<file path="src/rtl/csss_pkg.sv">
`timescale 1ns / 1ps
`default_nettype none
// ----------------------------------------------------------------------------
// csss_pkg: shared types and constants of the sampled-signal statistics block
// Item classification record, configuration record, register and
// statistic indexes.
// ----------------------------------------------------------------------------
package csss_pkg;

  // configuration register indexes
  localparam logic [1:0] CFG_LIMIT_EN = 2'd0;
  localparam logic [1:0] CFG_LIMIT    = 2'd1;
  localparam logic [1:0] CFG_WIDTH    = 2'd2;

  localparam int unsigned CFG_DATA_W  = 31;
  localparam logic [30:0] LIMIT_RESET = 31'd1000000;
  localparam logic [6:0]  WIDTH_RESET = 7'd1;

  localparam int unsigned QUEUE_DEPTH = 4;
  localparam int unsigned NUM_STATS   = 19;
  localparam int unsigned STAT_W      = 64;
  localparam int unsigned TIME_W      = 64;

  typedef enum logic [4:0] {
    ST_SAMPLES     = 5'd0,
    ST_KNOWN       = 5'd1,
    ST_UNKNOWN     = 5'd2,
    ST_TRANSITIONS = 5'd3,
    ST_TRUNCATED   = 5'd4,
    ST_KNOWN_SEEN  = 5'd5,
    ST_FIRST       = 5'd6,
    ST_FINAL       = 5'd7,
    ST_MIN         = 5'd8,
    ST_MAX         = 5'd9,
    ST_LOW         = 5'd10,
    ST_HIGH        = 5'd11,
    ST_BURSTS      = 5'd12,
    ST_MAX_RUN     = 5'd13,
    ST_CHG_FIRST   = 5'd14,
    ST_CHG_LAST    = 5'd15,
    ST_HIGH_FIRST  = 5'd16,
    ST_HIGH_LAST   = 5'd17,
    ST_FALL_LAST   = 5'd18
  } stat_idx_e;

  typedef struct packed {
    logic        limit_en;
    logic [30:0] limit;
    logic [6:0]  width;
  } cfg_t;

  // classified item as it travels from front to back (value travels beside it)
  typedef struct packed {
    logic              is_end;
    logic              unknown;
    logic              is_zero;
    logic              is_high;
    logic [TIME_W-1:0] stamp;
  } item_t;

endpackage
`default_nettype wire

</file>
<file path="src/rtl/csss_front.sv">
`timescale 1ns / 1ps
`default_nettype none
// ----------------------------------------------------------------------------
// csss_front: configuration registers and sample classification
// Masks the value to the configured width and tags it zero / high.
// ----------------------------------------------------------------------------
module csss_front #(
  parameter int unsigned VALUE_WIDTH = 64
) (
  input  wire logic                           clk_i,
  input  wire logic                           rst_ni,
  input  wire logic                           cfg_we_i,
  input  wire logic [1:0]                     cfg_idx_i,
  input  wire logic [csss_pkg::CFG_DATA_W-1:0] cfg_wdata_i,
  input  wire logic                           push_i,
  input  wire logic                           full_i,
  input  wire logic                           req_type_i,
  input  wire logic [VALUE_WIDTH-1:0]         sample_value_i,
  input  wire logic                           sample_unknown_i,
  input  wire logic [csss_pkg::TIME_W-1:0]    sample_time_i,
  output csss_pkg::cfg_t                      cfg_o,
  output logic                                wr_en_o,
  output csss_pkg::item_t                     wr_item_o,
  output logic [VALUE_WIDTH-1:0]              wr_value_o
);

  csss_pkg::cfg_t         cfg_q;
  logic [6:0]             w_eff;
  logic [VALUE_WIDTH-1:0] mask;
  logic [VALUE_WIDTH-1:0] value;

  always_ff @(posedge clk_i or negedge rst_ni) begin
    if (!rst_ni) begin
      cfg_q.limit_en <= 1'b1;
      cfg_q.limit    <= csss_pkg::LIMIT_RESET;
      cfg_q.width    <= csss_pkg::WIDTH_RESET;
    end else if (cfg_we_i) begin
      unique case (cfg_idx_i)
        csss_pkg::CFG_LIMIT_EN: cfg_q.limit_en <= cfg_wdata_i[0];
        csss_pkg::CFG_LIMIT:    cfg_q.limit    <= cfg_wdata_i[30:0];
        csss_pkg::CFG_WIDTH:    cfg_q.width    <= cfg_wdata_i[6:0];
        default: ;
      endcase
    end
  end

  // width 0 acts as 1, anything past the port width acts as the port width
  always_comb begin
    if (cfg_q.width == 7'd0) begin
      w_eff = 7'd1;
    end else if (cfg_q.width > 7'(VALUE_WIDTH)) begin
      w_eff = 7'(VALUE_WIDTH);
    end else begin
      w_eff = cfg_q.width;
    end
    for (int i = 0; i < VALUE_WIDTH; i++) begin
      mask[i] = (7'(i) < w_eff);
    end
    value = sample_value_i & mask;
  end

  assign cfg_o              = cfg_q;
  assign wr_en_o            = push_i && !full_i;
  assign wr_value_o         = value;
  assign wr_item_o.is_end   = req_type_i;
  assign wr_item_o.unknown  = sample_unknown_i;
  assign wr_item_o.is_zero  = (value == '0);
  assign wr_item_o.is_high  = (value != '0) && (w_eff == 7'd1);
  assign wr_item_o.stamp    = sample_time_i;

endmodule
`default_nettype wire

</file>
<file path="src/rtl/csss_queue.sv">
`timescale 1ns / 1ps
`default_nettype none
// ----------------------------------------------------------------------------
// csss_queue: short FIFO between front and back
// Register array with read and write pointers; head is read combinationally.
// ----------------------------------------------------------------------------
module csss_queue #(
  parameter int unsigned WIDTH = 132
) (
  input  wire logic             clk_i,
  input  wire logic             rst_ni,
  input  wire logic             wr_en_i,
  input  wire logic [WIDTH-1:0] wr_data_i,
  input  wire logic             rd_en_i,
  output logic [WIDTH-1:0]      rd_data_o,
  output logic                  full_o,
  output logic                  empty_o
);

  localparam int unsigned DEPTH = csss_pkg::QUEUE_DEPTH;
  localparam int unsigned PTR_W = $clog2(DEPTH);

  logic [WIDTH-1:0] mem_q [DEPTH];
  logic [PTR_W-1:0] wr_ptr_q, rd_ptr_q;
  logic [PTR_W:0]   cnt_q;
  logic             do_wr, do_rd;

  assign full_o    = (cnt_q == (PTR_W+1)'(DEPTH));
  assign empty_o   = (cnt_q == '0);
  assign do_wr     = wr_en_i && !full_o;
  assign do_rd     = rd_en_i && !empty_o;
  assign rd_data_o = mem_q[rd_ptr_q];

  always_ff @(posedge clk_i) begin
    if (do_wr) begin
      mem_q[wr_ptr_q] <= wr_data_i;
    end
  end

  always_ff @(posedge clk_i or negedge rst_ni) begin
    if (!rst_ni) begin
      wr_ptr_q <= '0;
      rd_ptr_q <= '0;
      cnt_q    <= '0;
    end else begin
      if (do_wr) begin
        wr_ptr_q <= wr_ptr_q + 1'b1;
      end
      if (do_rd) begin
        rd_ptr_q <= rd_ptr_q + 1'b1;
      end
      if (do_wr && !do_rd) begin
        cnt_q <= cnt_q + 1'b1;
      end else if (do_rd && !do_wr) begin
        cnt_q <= cnt_q - 1'b1;
      end
    end
  end

  a_cnt_bound: assert property (@(posedge clk_i) disable iff (!rst_ni)
    cnt_q <= (PTR_W+1)'(DEPTH))
    else $error("queue count beyond depth");

  a_ptr_match: assert property (@(posedge clk_i) disable iff (!rst_ni)
    (cnt_q == '0) |-> (wr_ptr_q == rd_ptr_q))
    else $error("queue pointers disagree with empty count");

endmodule
`default_nettype wire

</file>
<file path="src/rtl/csss_stats.sv">
`timescale 1ns / 1ps
`default_nettype none
// ----------------------------------------------------------------------------
// csss_stats: statistics engine
// Folds one sample per cycle into the counters until truncated; an end beat,
// taken once the report stage is idle, hands it the statistics and clears everything.
// ----------------------------------------------------------------------------
module csss_stats #(
  parameter int unsigned VALUE_WIDTH = 64,
  parameter int unsigned COUNT_WIDTH = 32
) (
  input  wire logic                    clk_i,
  input  wire logic                    rst_ni,
  input  wire csss_pkg::cfg_t          cfg_i,
  input  wire logic                    q_empty_i,
  input  wire csss_pkg::item_t         q_item_i,
  input  wire logic [VALUE_WIDTH-1:0]  q_value_i,
  output logic                         q_pop_o,
  input  wire logic                    rpt_busy_i,
  output logic                         rpt_load_o,
  output logic [csss_pkg::NUM_STATS-1:0][csss_pkg::STAT_W-1:0] stat_o
);

  localparam int unsigned CMP_W = (COUNT_WIDTH > 31) ? COUNT_WIDTH : 31;
  localparam int unsigned TW    = csss_pkg::TIME_W;

  typedef logic [COUNT_WIDTH-1:0] cnt_t;
  typedef logic [VALUE_WIDTH-1:0] val_t;

  function automatic cnt_t sat_inc(input cnt_t c);
    return (&c) ? c : c + 1'b1;
  endfunction

  cnt_t smp_cnt_q, known_cnt_q, unk_cnt_q, trans_cnt_q, low_cnt_q, high_cnt_q;
  cnt_t burst_cnt_q, run_len_q, longest_q;
  cnt_t smp_cnt_d, known_cnt_d, unk_cnt_d, trans_cnt_d, low_cnt_d, high_cnt_d;
  cnt_t burst_cnt_d, run_len_d, longest_d;
  val_t first_q, latest_q, min_q, max_q;
  val_t first_d, latest_d, min_d, max_d;
  logic [TW-1:0] chg_first_q, chg_last_q, hi_first_q, hi_last_q, fall_q;
  logic [TW-1:0] chg_first_d, chg_last_d, hi_first_d, hi_last_d, fall_d;
  logic known_seen_q, was_high_q, trunc_q;
  logic known_seen_d, was_high_d, trunc_d;

  logic smp_pop, end_pop;
  cnt_t cnt_inc, longest_fold;
  logic [TW-1:0] t;

  assign smp_pop    = !q_empty_i && !q_item_i.is_end;
  assign end_pop    = !q_empty_i && q_item_i.is_end && !rpt_busy_i;
  assign q_pop_o    = smp_pop || end_pop;
  assign rpt_load_o = end_pop;
  assign cnt_inc    = sat_inc(smp_cnt_q);
  assign t          = q_item_i.stamp;

  always_comb begin
    smp_cnt_d    = smp_cnt_q;
    known_cnt_d  = known_cnt_q;
    unk_cnt_d    = unk_cnt_q;
    trans_cnt_d  = trans_cnt_q;
    low_cnt_d    = low_cnt_q;
    high_cnt_d   = high_cnt_q;
    burst_cnt_d  = burst_cnt_q;
    run_len_d    = run_len_q;
    longest_d    = longest_q;
    first_d      = first_q;
    latest_d     = latest_q;
    min_d        = min_q;
    max_d        = max_q;
    chg_first_d  = chg_first_q;
    chg_last_d   = chg_last_q;
    hi_first_d   = hi_first_q;
    hi_last_d    = hi_last_q;
    fall_d       = fall_q;
    known_seen_d = known_seen_q;
    was_high_d   = was_high_q;
    trunc_d      = trunc_q;

    if (end_pop) begin
      smp_cnt_d    = '0;
      known_cnt_d  = '0;
      unk_cnt_d    = '0;
      trans_cnt_d  = '0;
      low_cnt_d    = '0;
      high_cnt_d   = '0;
      burst_cnt_d  = '0;
      run_len_d    = '0;
      longest_d    = '0;
      first_d      = '0;
      latest_d     = '0;
      min_d        = '0;
      max_d        = '0;
      chg_first_d  = '0;
      chg_last_d   = '0;
      hi_first_d   = '0;
      hi_last_d    = '0;
      fall_d       = '0;
      known_seen_d = 1'b0;
      was_high_d   = 1'b0;
      trunc_d      = 1'b0;
    end else if (smp_pop && !trunc_q) begin
      smp_cnt_d = cnt_inc;
      if (cfg_i.limit_en && (CMP_W'(cnt_inc) > CMP_W'(cfg_i.limit))) begin
        trunc_d = 1'b1;
      end else if (q_item_i.unknown) begin
        unk_cnt_d = sat_inc(unk_cnt_q);
        if (was_high_q) begin
          if (run_len_q > longest_q) longest_d = run_len_q;
          run_len_d  = '0;
          fall_d     = t;
          was_high_d = 1'b0;
        end
      end else begin
        known_cnt_d = sat_inc(known_cnt_q);
        if (q_item_i.is_zero) begin
          low_cnt_d = sat_inc(low_cnt_q);
        end else if (q_item_i.is_high) begin
          high_cnt_d = sat_inc(high_cnt_q);
        end
        if (q_item_i.is_high) begin
          if (!was_high_q) begin
            burst_cnt_d = sat_inc(burst_cnt_q);
            run_len_d   = COUNT_WIDTH'(1);
            if (hi_first_q == '0) hi_first_d = t;
          end else begin
            run_len_d = sat_inc(run_len_q);
          end
          hi_last_d  = t;
          was_high_d = 1'b1;
        end else if (was_high_q) begin
          if (run_len_q > longest_q) longest_d = run_len_q;
          run_len_d  = '0;
          fall_d     = t;
          was_high_d = 1'b0;
        end
        if (!known_seen_q) begin
          first_d      = q_value_i;
          latest_d     = q_value_i;
          min_d        = q_value_i;
          max_d        = q_value_i;
          known_seen_d = 1'b1;
        end else begin
          if (q_value_i != latest_q) begin
            trans_cnt_d = sat_inc(trans_cnt_q);
            if (chg_first_q == '0) chg_first_d = t;
            chg_last_d = t;
          end
          if (q_value_i < min_q) min_d = q_value_i;
          if (q_value_i > max_q) max_d = q_value_i;
          latest_d = q_value_i;
        end
      end
    end
  end

  always_ff @(posedge clk_i or negedge rst_ni) begin
    if (!rst_ni) begin
      smp_cnt_q    <= '0;
      known_cnt_q  <= '0;
      unk_cnt_q    <= '0;
      trans_cnt_q  <= '0;
      low_cnt_q    <= '0;
      high_cnt_q   <= '0;
      burst_cnt_q  <= '0;
      run_len_q    <= '0;
      longest_q    <= '0;
      first_q      <= '0;
      latest_q     <= '0;
      min_q        <= '0;
      max_q        <= '0;
      chg_first_q  <= '0;
      chg_last_q   <= '0;
      hi_first_q   <= '0;
      hi_last_q    <= '0;
      fall_q       <= '0;
      known_seen_q <= 1'b0;
      was_high_q   <= 1'b0;
      trunc_q      <= 1'b0;
    end else begin
      smp_cnt_q    <= smp_cnt_d;
      known_cnt_q  <= known_cnt_d;
      unk_cnt_q    <= unk_cnt_d;
      trans_cnt_q  <= trans_cnt_d;
      low_cnt_q    <= low_cnt_d;
      high_cnt_q   <= high_cnt_d;
      burst_cnt_q  <= burst_cnt_d;
      run_len_q    <= run_len_d;
      longest_q    <= longest_d;
      first_q      <= first_d;
      latest_q     <= latest_d;
      min_q        <= min_d;
      max_q        <= max_d;
      chg_first_q  <= chg_first_d;
      chg_last_q   <= chg_last_d;
      hi_first_q   <= hi_first_d;
      hi_last_q    <= hi_last_d;
      fall_q       <= fall_d;
      known_seen_q <= known_seen_d;
      was_high_q   <= was_high_d;
      trunc_q      <= trunc_d;
    end
  end

  // open high run counts toward the longest run in the report
  assign longest_fold = (was_high_q && (run_len_q > longest_q)) ? run_len_q : longest_q;

  always_comb begin
    stat_o = '0;
    stat_o[csss_pkg::ST_SAMPLES]     = 64'(smp_cnt_q);
    stat_o[csss_pkg::ST_KNOWN]       = 64'(known_cnt_q);
    stat_o[csss_pkg::ST_UNKNOWN]     = 64'(unk_cnt_q);
    stat_o[csss_pkg::ST_TRANSITIONS] = 64'(trans_cnt_q);
    stat_o[csss_pkg::ST_TRUNCATED]   = 64'(trunc_q);
    stat_o[csss_pkg::ST_KNOWN_SEEN]  = 64'(known_seen_q);
    stat_o[csss_pkg::ST_FIRST]       = 64'(first_q);
    stat_o[csss_pkg::ST_FINAL]       = 64'(latest_q);
    stat_o[csss_pkg::ST_MIN]         = 64'(min_q);
    stat_o[csss_pkg::ST_MAX]         = 64'(max_q);
    stat_o[csss_pkg::ST_LOW]         = 64'(low_cnt_q);
    stat_o[csss_pkg::ST_HIGH]        = 64'(high_cnt_q);
    stat_o[csss_pkg::ST_BURSTS]      = 64'(burst_cnt_q);
    stat_o[csss_pkg::ST_MAX_RUN]     = 64'(longest_fold);
    stat_o[csss_pkg::ST_CHG_FIRST]   = chg_first_q;
    stat_o[csss_pkg::ST_CHG_LAST]    = chg_last_q;
    stat_o[csss_pkg::ST_HIGH_FIRST]  = hi_first_q;
    stat_o[csss_pkg::ST_HIGH_LAST]   = hi_last_q;
    stat_o[csss_pkg::ST_FALL_LAST]   = fall_q;
  end

  a_trunc_sticky: assert property (@(posedge clk_i) disable iff (!rst_ni)
    (trunc_q && !end_pop) |=> trunc_q)
    else $error("truncated flag dropped without an end beat");

  a_clear_on_end: assert property (@(posedge clk_i) disable iff (!rst_ni)
    end_pop |=> (smp_cnt_q == '0) && !known_seen_q && !was_high_q)
    else $error("state not cleared after end beat");

endmodule
`default_nettype wire

</file>
<file path="src/rtl/csss_report.sv">
`timescale 1ns / 1ps
`default_nettype none
// ----------------------------------------------------------------------------
// csss_report: report sequencer and result register
// Holds a snapshot of the statistics and emits them one beat per cycle while the receiver pops.
// ----------------------------------------------------------------------------
module csss_report (
  input  wire logic                    clk_i,
  input  wire logic                    rst_ni,
  input  wire logic                    load_i,
  input  wire logic [csss_pkg::NUM_STATS-1:0][csss_pkg::STAT_W-1:0] stat_i,
  output logic                         busy_o,
  input  wire logic                    pop_i,
  output logic                         empty_o,
  output logic [4:0]                   stat_index_o,
  output logic [csss_pkg::STAT_W-1:0]  stat_value_o,
  output logic                         last_stat_o
);

  logic [csss_pkg::NUM_STATS-1:0][csss_pkg::STAT_W-1:0] snap_q;
  logic                          busy_q;
  csss_pkg::stat_idx_e           idx_q;
  logic                          out_valid_q;
  logic [4:0]                    out_idx_q;
  logic [csss_pkg::STAT_W-1:0]   out_val_q;
  logic                          out_last_q;
  logic                          adv;

  assign adv = busy_q && (!out_valid_q || pop_i);

  always_ff @(posedge clk_i) begin
    if (load_i) begin
      snap_q <= stat_i;
    end
    if (adv) begin
      out_idx_q  <= idx_q;
      out_val_q  <= snap_q[idx_q];
      out_last_q <= (idx_q == csss_pkg::ST_FALL_LAST);
    end
  end

  always_ff @(posedge clk_i or negedge rst_ni) begin
    if (!rst_ni) begin
      busy_q      <= 1'b0;
      idx_q       <= csss_pkg::ST_SAMPLES;
      out_valid_q <= 1'b0;
    end else begin
      if (load_i) begin
        busy_q <= 1'b1;
        idx_q  <= csss_pkg::ST_SAMPLES;
      end else if (adv) begin
        idx_q <= csss_pkg::stat_idx_e'(idx_q + 5'd1);
        if (idx_q == csss_pkg::ST_FALL_LAST) begin
          busy_q <= 1'b0;
        end
      end
      if (adv) begin
        out_valid_q <= 1'b1;
      end else if (pop_i) begin
        out_valid_q <= 1'b0;
      end
    end
  end

  assign busy_o       = busy_q;
  assign empty_o      = !out_valid_q;
  assign stat_index_o = out_idx_q;
  assign stat_value_o = out_val_q;
  assign last_stat_o  = out_last_q;

  a_load_idle: assert property (@(posedge clk_i) disable iff (!rst_ni)
    load_i |-> !busy_q)
    else $error("snapshot loaded while a report is in flight");

  a_last_index: assert property (@(posedge clk_i) disable iff (!rst_ni)
    (out_valid_q && out_last_q) |-> (out_idx_q == csss_pkg::ST_FALL_LAST))
    else $error("last marker on a statistic other than the final one");

endmodule
`default_nettype wire

</file>
<file path="src/rtl/clock_sampled_signal_statistics_top.sv">
`timescale 1ns / 1ps
`default_nettype none
// ----------------------------------------------------------------------------
// clock_sampled_signal_statistics_top: sampled-signal activity monitor
// Counts and tracks a clock-sampled signal; end beats dump 19 statistics.
// ----------------------------------------------------------------------------
// Usage:
//  - Input side is a queue: a beat is taken when push is high and full low.
//    req_type 0 is a sample (value, x/z flag, timestamp), 1 ends the window.
//  - Result side is a queue: the oldest statistic sits on stat_* while empty
//    is low and is taken when pop is high. An end beat yields 19 beats,
//    stat_index 0..18, last_stat on index 18; counters clear on the end beat.
//  - Throughput: one sample per cycle while no end beat waits on a pending
//    report. The statistics engine folds samples straight from the head of a
//    4-entry queue that sits between the classifier and the engine.
//  - Order: a taken sample is written into the queue and folded into the
//    counters from its head. An end beat loads the snapshot from the queue
//    head; report beats then pass through the output register one per cycle
//    while the receiver pops. A second end beat waits in the queue until the
//    19-beat sequencer has issued the previous report, more so while the receiver stalls.
//  - Stalls: results are held in a snapshot and an output register, so a
//    stalled receiver holds the report but samples keep flowing until an
//    end beat reaches the engine while a report is still pending.
//  - Reset: counters clear, limit_enable = 1, sample_limit = 1000000,
//    signal_width = 1. Configuration writes go straight to the registers.
// ----------------------------------------------------------------------------
module clock_sampled_signal_statistics_top #(
  parameter int unsigned VALUE_WIDTH = 64,
  parameter int unsigned COUNT_WIDTH = 32
) (
  input  wire logic                            clk_i,
  input  wire logic                            rst_ni,
  // configuration
  input  wire logic                            cfg_we_i,
  input  wire logic [1:0]                      cfg_idx_i,
  input  wire logic [csss_pkg::CFG_DATA_W-1:0] cfg_wdata_i,
  // input queue
  input  wire logic                            push,
  output logic                                 full,
  input  wire logic                            req_type_i,
  input  wire logic [VALUE_WIDTH-1:0]          sample_value_i,
  input  wire logic                            sample_unknown_i,
  input  wire logic [csss_pkg::TIME_W-1:0]     sample_time_i,
  // result queue
  output logic                                 empty,
  input  wire logic                            pop,
  output logic [4:0]                           stat_index_o,
  output logic [csss_pkg::STAT_W-1:0]          stat_value_o,
  output logic                                 last_stat_o
);

  localparam int unsigned QW = $bits(csss_pkg::item_t) + VALUE_WIDTH;

  csss_pkg::cfg_t         cfg;
  logic                   wr_en;
  csss_pkg::item_t        wr_item, rd_item;
  logic [VALUE_WIDTH-1:0] wr_value, rd_value;
  logic [QW-1:0]          rd_data;
  logic                   q_empty, q_pop;
  logic                   rpt_busy, rpt_load;
  logic [csss_pkg::NUM_STATS-1:0][csss_pkg::STAT_W-1:0] stats;

  // classify and hold configuration
  csss_front #(
    .VALUE_WIDTH (VALUE_WIDTH)
  ) u_front (
    .clk_i            (clk_i),
    .rst_ni           (rst_ni),
    .cfg_we_i         (cfg_we_i),
    .cfg_idx_i        (cfg_idx_i),
    .cfg_wdata_i      (cfg_wdata_i),
    .push_i           (push),
    .full_i           (full),
    .req_type_i       (req_type_i),
    .sample_value_i   (sample_value_i),
    .sample_unknown_i (sample_unknown_i),
    .sample_time_i    (sample_time_i),
    .cfg_o            (cfg),
    .wr_en_o          (wr_en),
    .wr_item_o        (wr_item),
    .wr_value_o       (wr_value)
  );

  // decoupling queue
  csss_queue #(
    .WIDTH (QW)
  ) u_queue (
    .clk_i     (clk_i),
    .rst_ni    (rst_ni),
    .wr_en_i   (wr_en),
    .wr_data_i ({wr_item, wr_value}),
    .rd_en_i   (q_pop),
    .rd_data_o (rd_data),
    .full_o    (full),
    .empty_o   (q_empty)
  );

  assign rd_item  = csss_pkg::item_t'(rd_data[QW-1:VALUE_WIDTH]);
  assign rd_value = rd_data[VALUE_WIDTH-1:0];

  // statistics engine
  csss_stats #(
    .VALUE_WIDTH (VALUE_WIDTH),
    .COUNT_WIDTH (COUNT_WIDTH)
  ) u_stats (
    .clk_i      (clk_i),
    .rst_ni     (rst_ni),
    .cfg_i      (cfg),
    .q_empty_i  (q_empty),
    .q_item_i   (rd_item),
    .q_value_i  (rd_value),
    .q_pop_o    (q_pop),
    .rpt_busy_i (rpt_busy),
    .rpt_load_o (rpt_load),
    .stat_o     (stats)
  );

  // report sequencer and result register
  csss_report u_report (
    .clk_i        (clk_i),
    .rst_ni       (rst_ni),
    .load_i       (rpt_load),
    .stat_i       (stats),
    .busy_o       (rpt_busy),
    .pop_i        (pop),
    .empty_o      (empty),
    .stat_index_o (stat_index_o),
    .stat_value_o (stat_value_o),
    .last_stat_o  (last_stat_o)
  );

endmodule
`default_nettype wire

</file>
<file path="config.mk">
export PLATFORM = sky130hd
export DESIGN_NAME = clock_sampled_signal_statistics_top
export DESIGN_NICKNAME = d
export VERILOG_FILES = /design/src/rtl/csss_pkg.sv /design/src/rtl/csss_front.sv /design/src/rtl/csss_queue.sv /design/src/rtl/csss_stats.sv /design/src/rtl/csss_report.sv /design/src/rtl/clock_sampled_signal_statistics_top.sv
export SDC_FILE = /design/constraint.sdc
export NUM_CORES = 2
export LEC_CHECK = 0
export BUFFER_PORTS_ARGS = -buffer_cell sky130_fd_sc_hd__buf_4
export CAP_MARGIN = 0
export CELL_PAD_IN_SITES_DETAIL_PLACEMENT = 0
export CELL_PAD_IN_SITES_GLOBAL_PLACEMENT = 1
export CORE_MARGIN = 3
export CORE_UTILIZATION = 50
export CTS_BUF_LIST = sky130_fd_sc_hd__clkbuf_16
export CTS_CLUSTER_DIAMETER = 100
export DETAILED_ROUTE_END_ITERATION = 10
export GPL_ROUTABILITY_DRIVEN = 0
export GPL_TIMING_DRIVEN = 0
export PLACE_DENSITY_LB_ADDON = 0.3
export REMOVE_ABC_BUFFERS = 1
export SYNTH_ARGS = -nofsm -noshare
export SYNTH_HDL_FRONTEND = slang
export SYNTH_SLANG_ARGS = --single-unit
</file>
<file path="constraint.sdc">
create_clock -name clk_i -period 50 [get_ports clk_i]
set_input_delay 0 -clock clk_i [delete_from_list [all_inputs] [get_ports clk_i]]
set_output_delay 0 -clock clk_i [all_outputs]
set_load 0.03 [all_outputs]
</file>
==> results.yml <==
critical_path:
  r2r_setup_slack_ns: 41.38
  cp.required_ns: 50.75
  cp.arrival_ns: 9.38
  crit_type: "register to register"
  crit_fanout: 19
  end_kind: "register"
  start_kind: "register"
detailed_routing:
  route.detailed.drc: 0
  avgRoutedWirePerCell_um: 26.0
  via_count: 62190
  first_iter_violations: 6366
  wl_um: 270000
  drtPass1Iterations: 6
  avgViaCountPerCell: 5.99
  ant_nets: 0
place:
  dp_hpwl_um: 187000
  placed_cell_area_um2: 106000
  pre_cts_slack_ns: 41.29
  portBuffers: 239
floorplan:
  die_h_um: 453
  row_count: 163
  io_pins: 240
  coreArea_um2: 198000
  dieArea_um2: 205000
  start_util_pct: 50.5
  die_w_um: 453
grt:
  grt_max_degree: 113
  grtUsageTotal_pct: 26.2
  grt_pass1_wl_um: 400000
  antenna_found_initial: 9
  grt_remaining_overflow: 0
  grt_pass1_vias: 61070
synthesis:
  yosysWarnings: 0
  synth_compound_area_share_pct: 7.97
  ys.flop_type: "edfxtp_1"
  synth.area.mux_share_pct: 12.6
  synthSimpleGateAreaFrac_pct: 7.29
  syn_area_um2: 99900
  synth_adder_area_share_pct: 2.59
  seq_area_frac_synth_pct: 66.1
  synth_top_family_by_area: "multiplexers"
  async_flop_share_pct: 39.1
  synth_xor_area_share_pct: 0.876
  synth_edf_count: 1432
  synth_cell_type_count: 81
  synthCells: 7028
  ys_ff_latch: 2352
  avgSynthCellArea_um2: 14.2
status:
  status: "completed"
clocking:
  cts.sinks: 2352
  clock-root-buffer: "clkbuf_16"
  post_cts_resized: 0
  clk_latency_ns: 0.88
  tritoncts: "done"
  clockBufferDepth: 3
  cts.clk_slew.worst_paths_ns: 0.06
  htree_num_levels: 4
  numCtsBuffers: 235
sta:
  worstMarginPinSlew_ns: 1.44
  finalSetupViolCount: 0
  hold_viol: 0
  tns_ns: 0
  fin_ws_ns: 41.38
  drv_slew: 0
  timing.fmax_mhz: 116
  fin_crit_sh_pct: 17.2
  skew_ns: 0.0564
  rsz0062_at_grt: "no"
  min_period_ns: 8.62
  slew_headroom_pct: 3.55
power:
  ir_drop_mv: 0.0405
  power.density_nw_per_um2: 64.1
  p_leak_nw: 45.0
hold_path:
  hold_class: "input pin to register"
final_layout:
  num-fill-cells: 15168
  nets: 7898
  fin_area_um2: 116000
  area_growth_pct: 16.6
  layout-drive-gt1-share_pct: 17.4
job:
  maxCapViolations: 0
-- synth_stat cells (75+ instances only) --
| master | number | area, um^2 |
|---|---|---|
| clkbuf_1 | 226 | 848 |
| mux4_2 | 216 | 4860 |
| and2_1 | 114 | 713 |
| o21ai_0 | 503 | 2520 |
| mux2_2 | 397 | 4470 |
| inv_1 | 263 | 987 |
| o22ai_1 | 75 | 469 |
| nand2_1 | 409 | 1540 |
| mux2i_1 | 321 | 3210 |
| and3_1 | 78 | 488 |
| a21oi_1 | 221 | 1110 |
| nand4_1 | 87 | 544 |
| ha_1 | 205 | 2560 |
| o31ai_1 | 102 | 766 |
| dfrtp_1 | 911 | 22800 |
| nand3_1 | 130 | 651 |
| edfxtp_1 | 1432 | 43000 |
| nor2_1 | 444 | 1670 |
-- power breakdown --
part / internal (mW) / leakage (nW) / switching [mW]
sequential: 2.65 / 24.9 / 0.299
clock: 0.988 / 4.01 / 0.757
combinational: 1.07 / 16.0 / 1.70
total: 4.70 / 45.0 / 2.76
-- metrics by stage --
step	power, mW	hold slack [ns]	std cells	utilization [%]
after global routing	7.82	0.0798	10378	58.8
after CTS	7.49	0.0107	10376	58.8
after detailed placement	5.72	0.0681	9651	53.5
after floorplan	4.79	-0.296	6672	-
after global placement	5.92	0.198	9551	52.2
final	7.46	0.0808	10382	58.8
-- state kept, by name, indices dropped and copies added (netlist names), 39 cells and up --
name / flops
u_front.cfg_o: 39
u_queue.mem_q: 528
u_report.snap_q: 834
u_report.stat_value_o: 64
u_stats.chg_first_q: 64
u_stats.chg_last_q: 64
u_stats.fall_q: 64
u_stats.first_q: 64
u_stats.hi_first_q: 64
u_stats.hi_last_q: 64
u_stats.latest_q: 64
u_stats.max_q: 64
u_stats.min_q: 64
-- final timing paths --
path                                                    start                         endpoint  depth (start not counted)
max                          u_stats.smp_cnt_q[3]$_DFFE_PN0P_     u_stats.min_q[0]$_DFFE_PN0P_                         25
min                                                  cfg_we_i     u_front.cfg_o[8]$_DFFE_PN0P_                          3
max reg2reg                  u_stats.smp_cnt_q[3]$_DFFE_PN0P_     u_stats.min_q[0]$_DFFE_PN0P_                         25
min reg2reg                u_stats.chg_last_q[40]$_DFFE_PN0P_  u_report.snap_q[1000]$_DFFE_PP_                          0
max in group asynchronous                              rst_ni    u_report.idx_q[0]$_DFFE_PN0P_                          7
min in group asynchronous                              rst_ni     u_front.cfg_o[0]$_DFFE_PN1P_                          3
-- cells by family after synthesis --
kind of cell    count (synthesis)
flops                        2352
simple gates                 1518
compound gates               1290
mux                           940
buf+inv                       622
fa+ha+maj                     206
xor+xnor                      100
-- routing by layer --
layer,vias to the layer above,GRT usage [%],wire length (um)
li1,27595,-,-
met1,31994,39.3,120000
met2,2229,39.7,122000
met3,370,4.39,19500
met4,2,7.04,7130
met5,-,0,8
-- cells in the final DEF (no fill, tap or decap), types with 22 or more instances in the layout --
cell	n
a22o_1	57
nand2_1	407
or3_1	23
nand3_1	129
o31ai_1	102
nor3_1	40
a221oi_1	69
xor2_1	30
nor2_1	441
a21oi_1	220
ha_1	205
nor4_1	52
clkinv_1	54
mux2i_1	321
a211oi_1	44
dlygate4sd3_1	273
mux4_2	216
nor2b_1	27
o21ai_0	502
nand4_1	87
mux2_2	397
buf_16	63
inv_1	330
o41ai_1	22
buf_4	238
clkinv_2	43
and3_1	78
dfrtp_1	904
and2_1	108
a31oi_1	60
clkbuf_16	238
edfxtp_1	1432
xnor2_1	70
nand2b_1	40
bufinv_16	24
a21o_1	31
o22ai_1	75
-- area by class of cell --
cell class	count	area, um^2	share of cell area (%)
flip-flops and latches	2352	66100	56.7
multi-input cells	4054	31500	27.0
repair buffers	615	6940	5.96
clock buffers	238	5960	5.11
well taps	2640	3300	2.84
clock inverters	213	1740	1.50
inverters	266	1010	0.864
diodes	4	10.0	0.00859
-- worst max-delay path, stage by stage, from the launching register on --
cell,delay [ns]
dfrtp_1,0.48
nand4_1,0.18
or4b_2,0.72
a311oi_2,0.48
nand3_1,0.24
nor2_1,0.34
and3_1,0.32
nand3_1,0.14
xnor2_1,0.20
ha_1,0.34
nand4_1,0.17
or4_1,0.57
o31ai_1,0.25
a21oi_1,0.09
a41oi_1,0.70
nand4_1,0.57
buf_8,0.34
buf_8,0.17
buf_8,0.17
buf_16,0.16
nor4_1,0.56
a21boi_4,0.33
buf_16,0.25
buf_12,0.17
buf_12,0.19
mux2_2,0.29
-- what timing repair did --
item | 4_1_cts | 5_1_grt
setup endpoints to repair | 0 | 0
hold buffers | 274 | 0
buffers inserted | 0 | 0
hold endpoints to repair | 939 | 0
No activity file was read; power rests on OpenSTA's default activity.
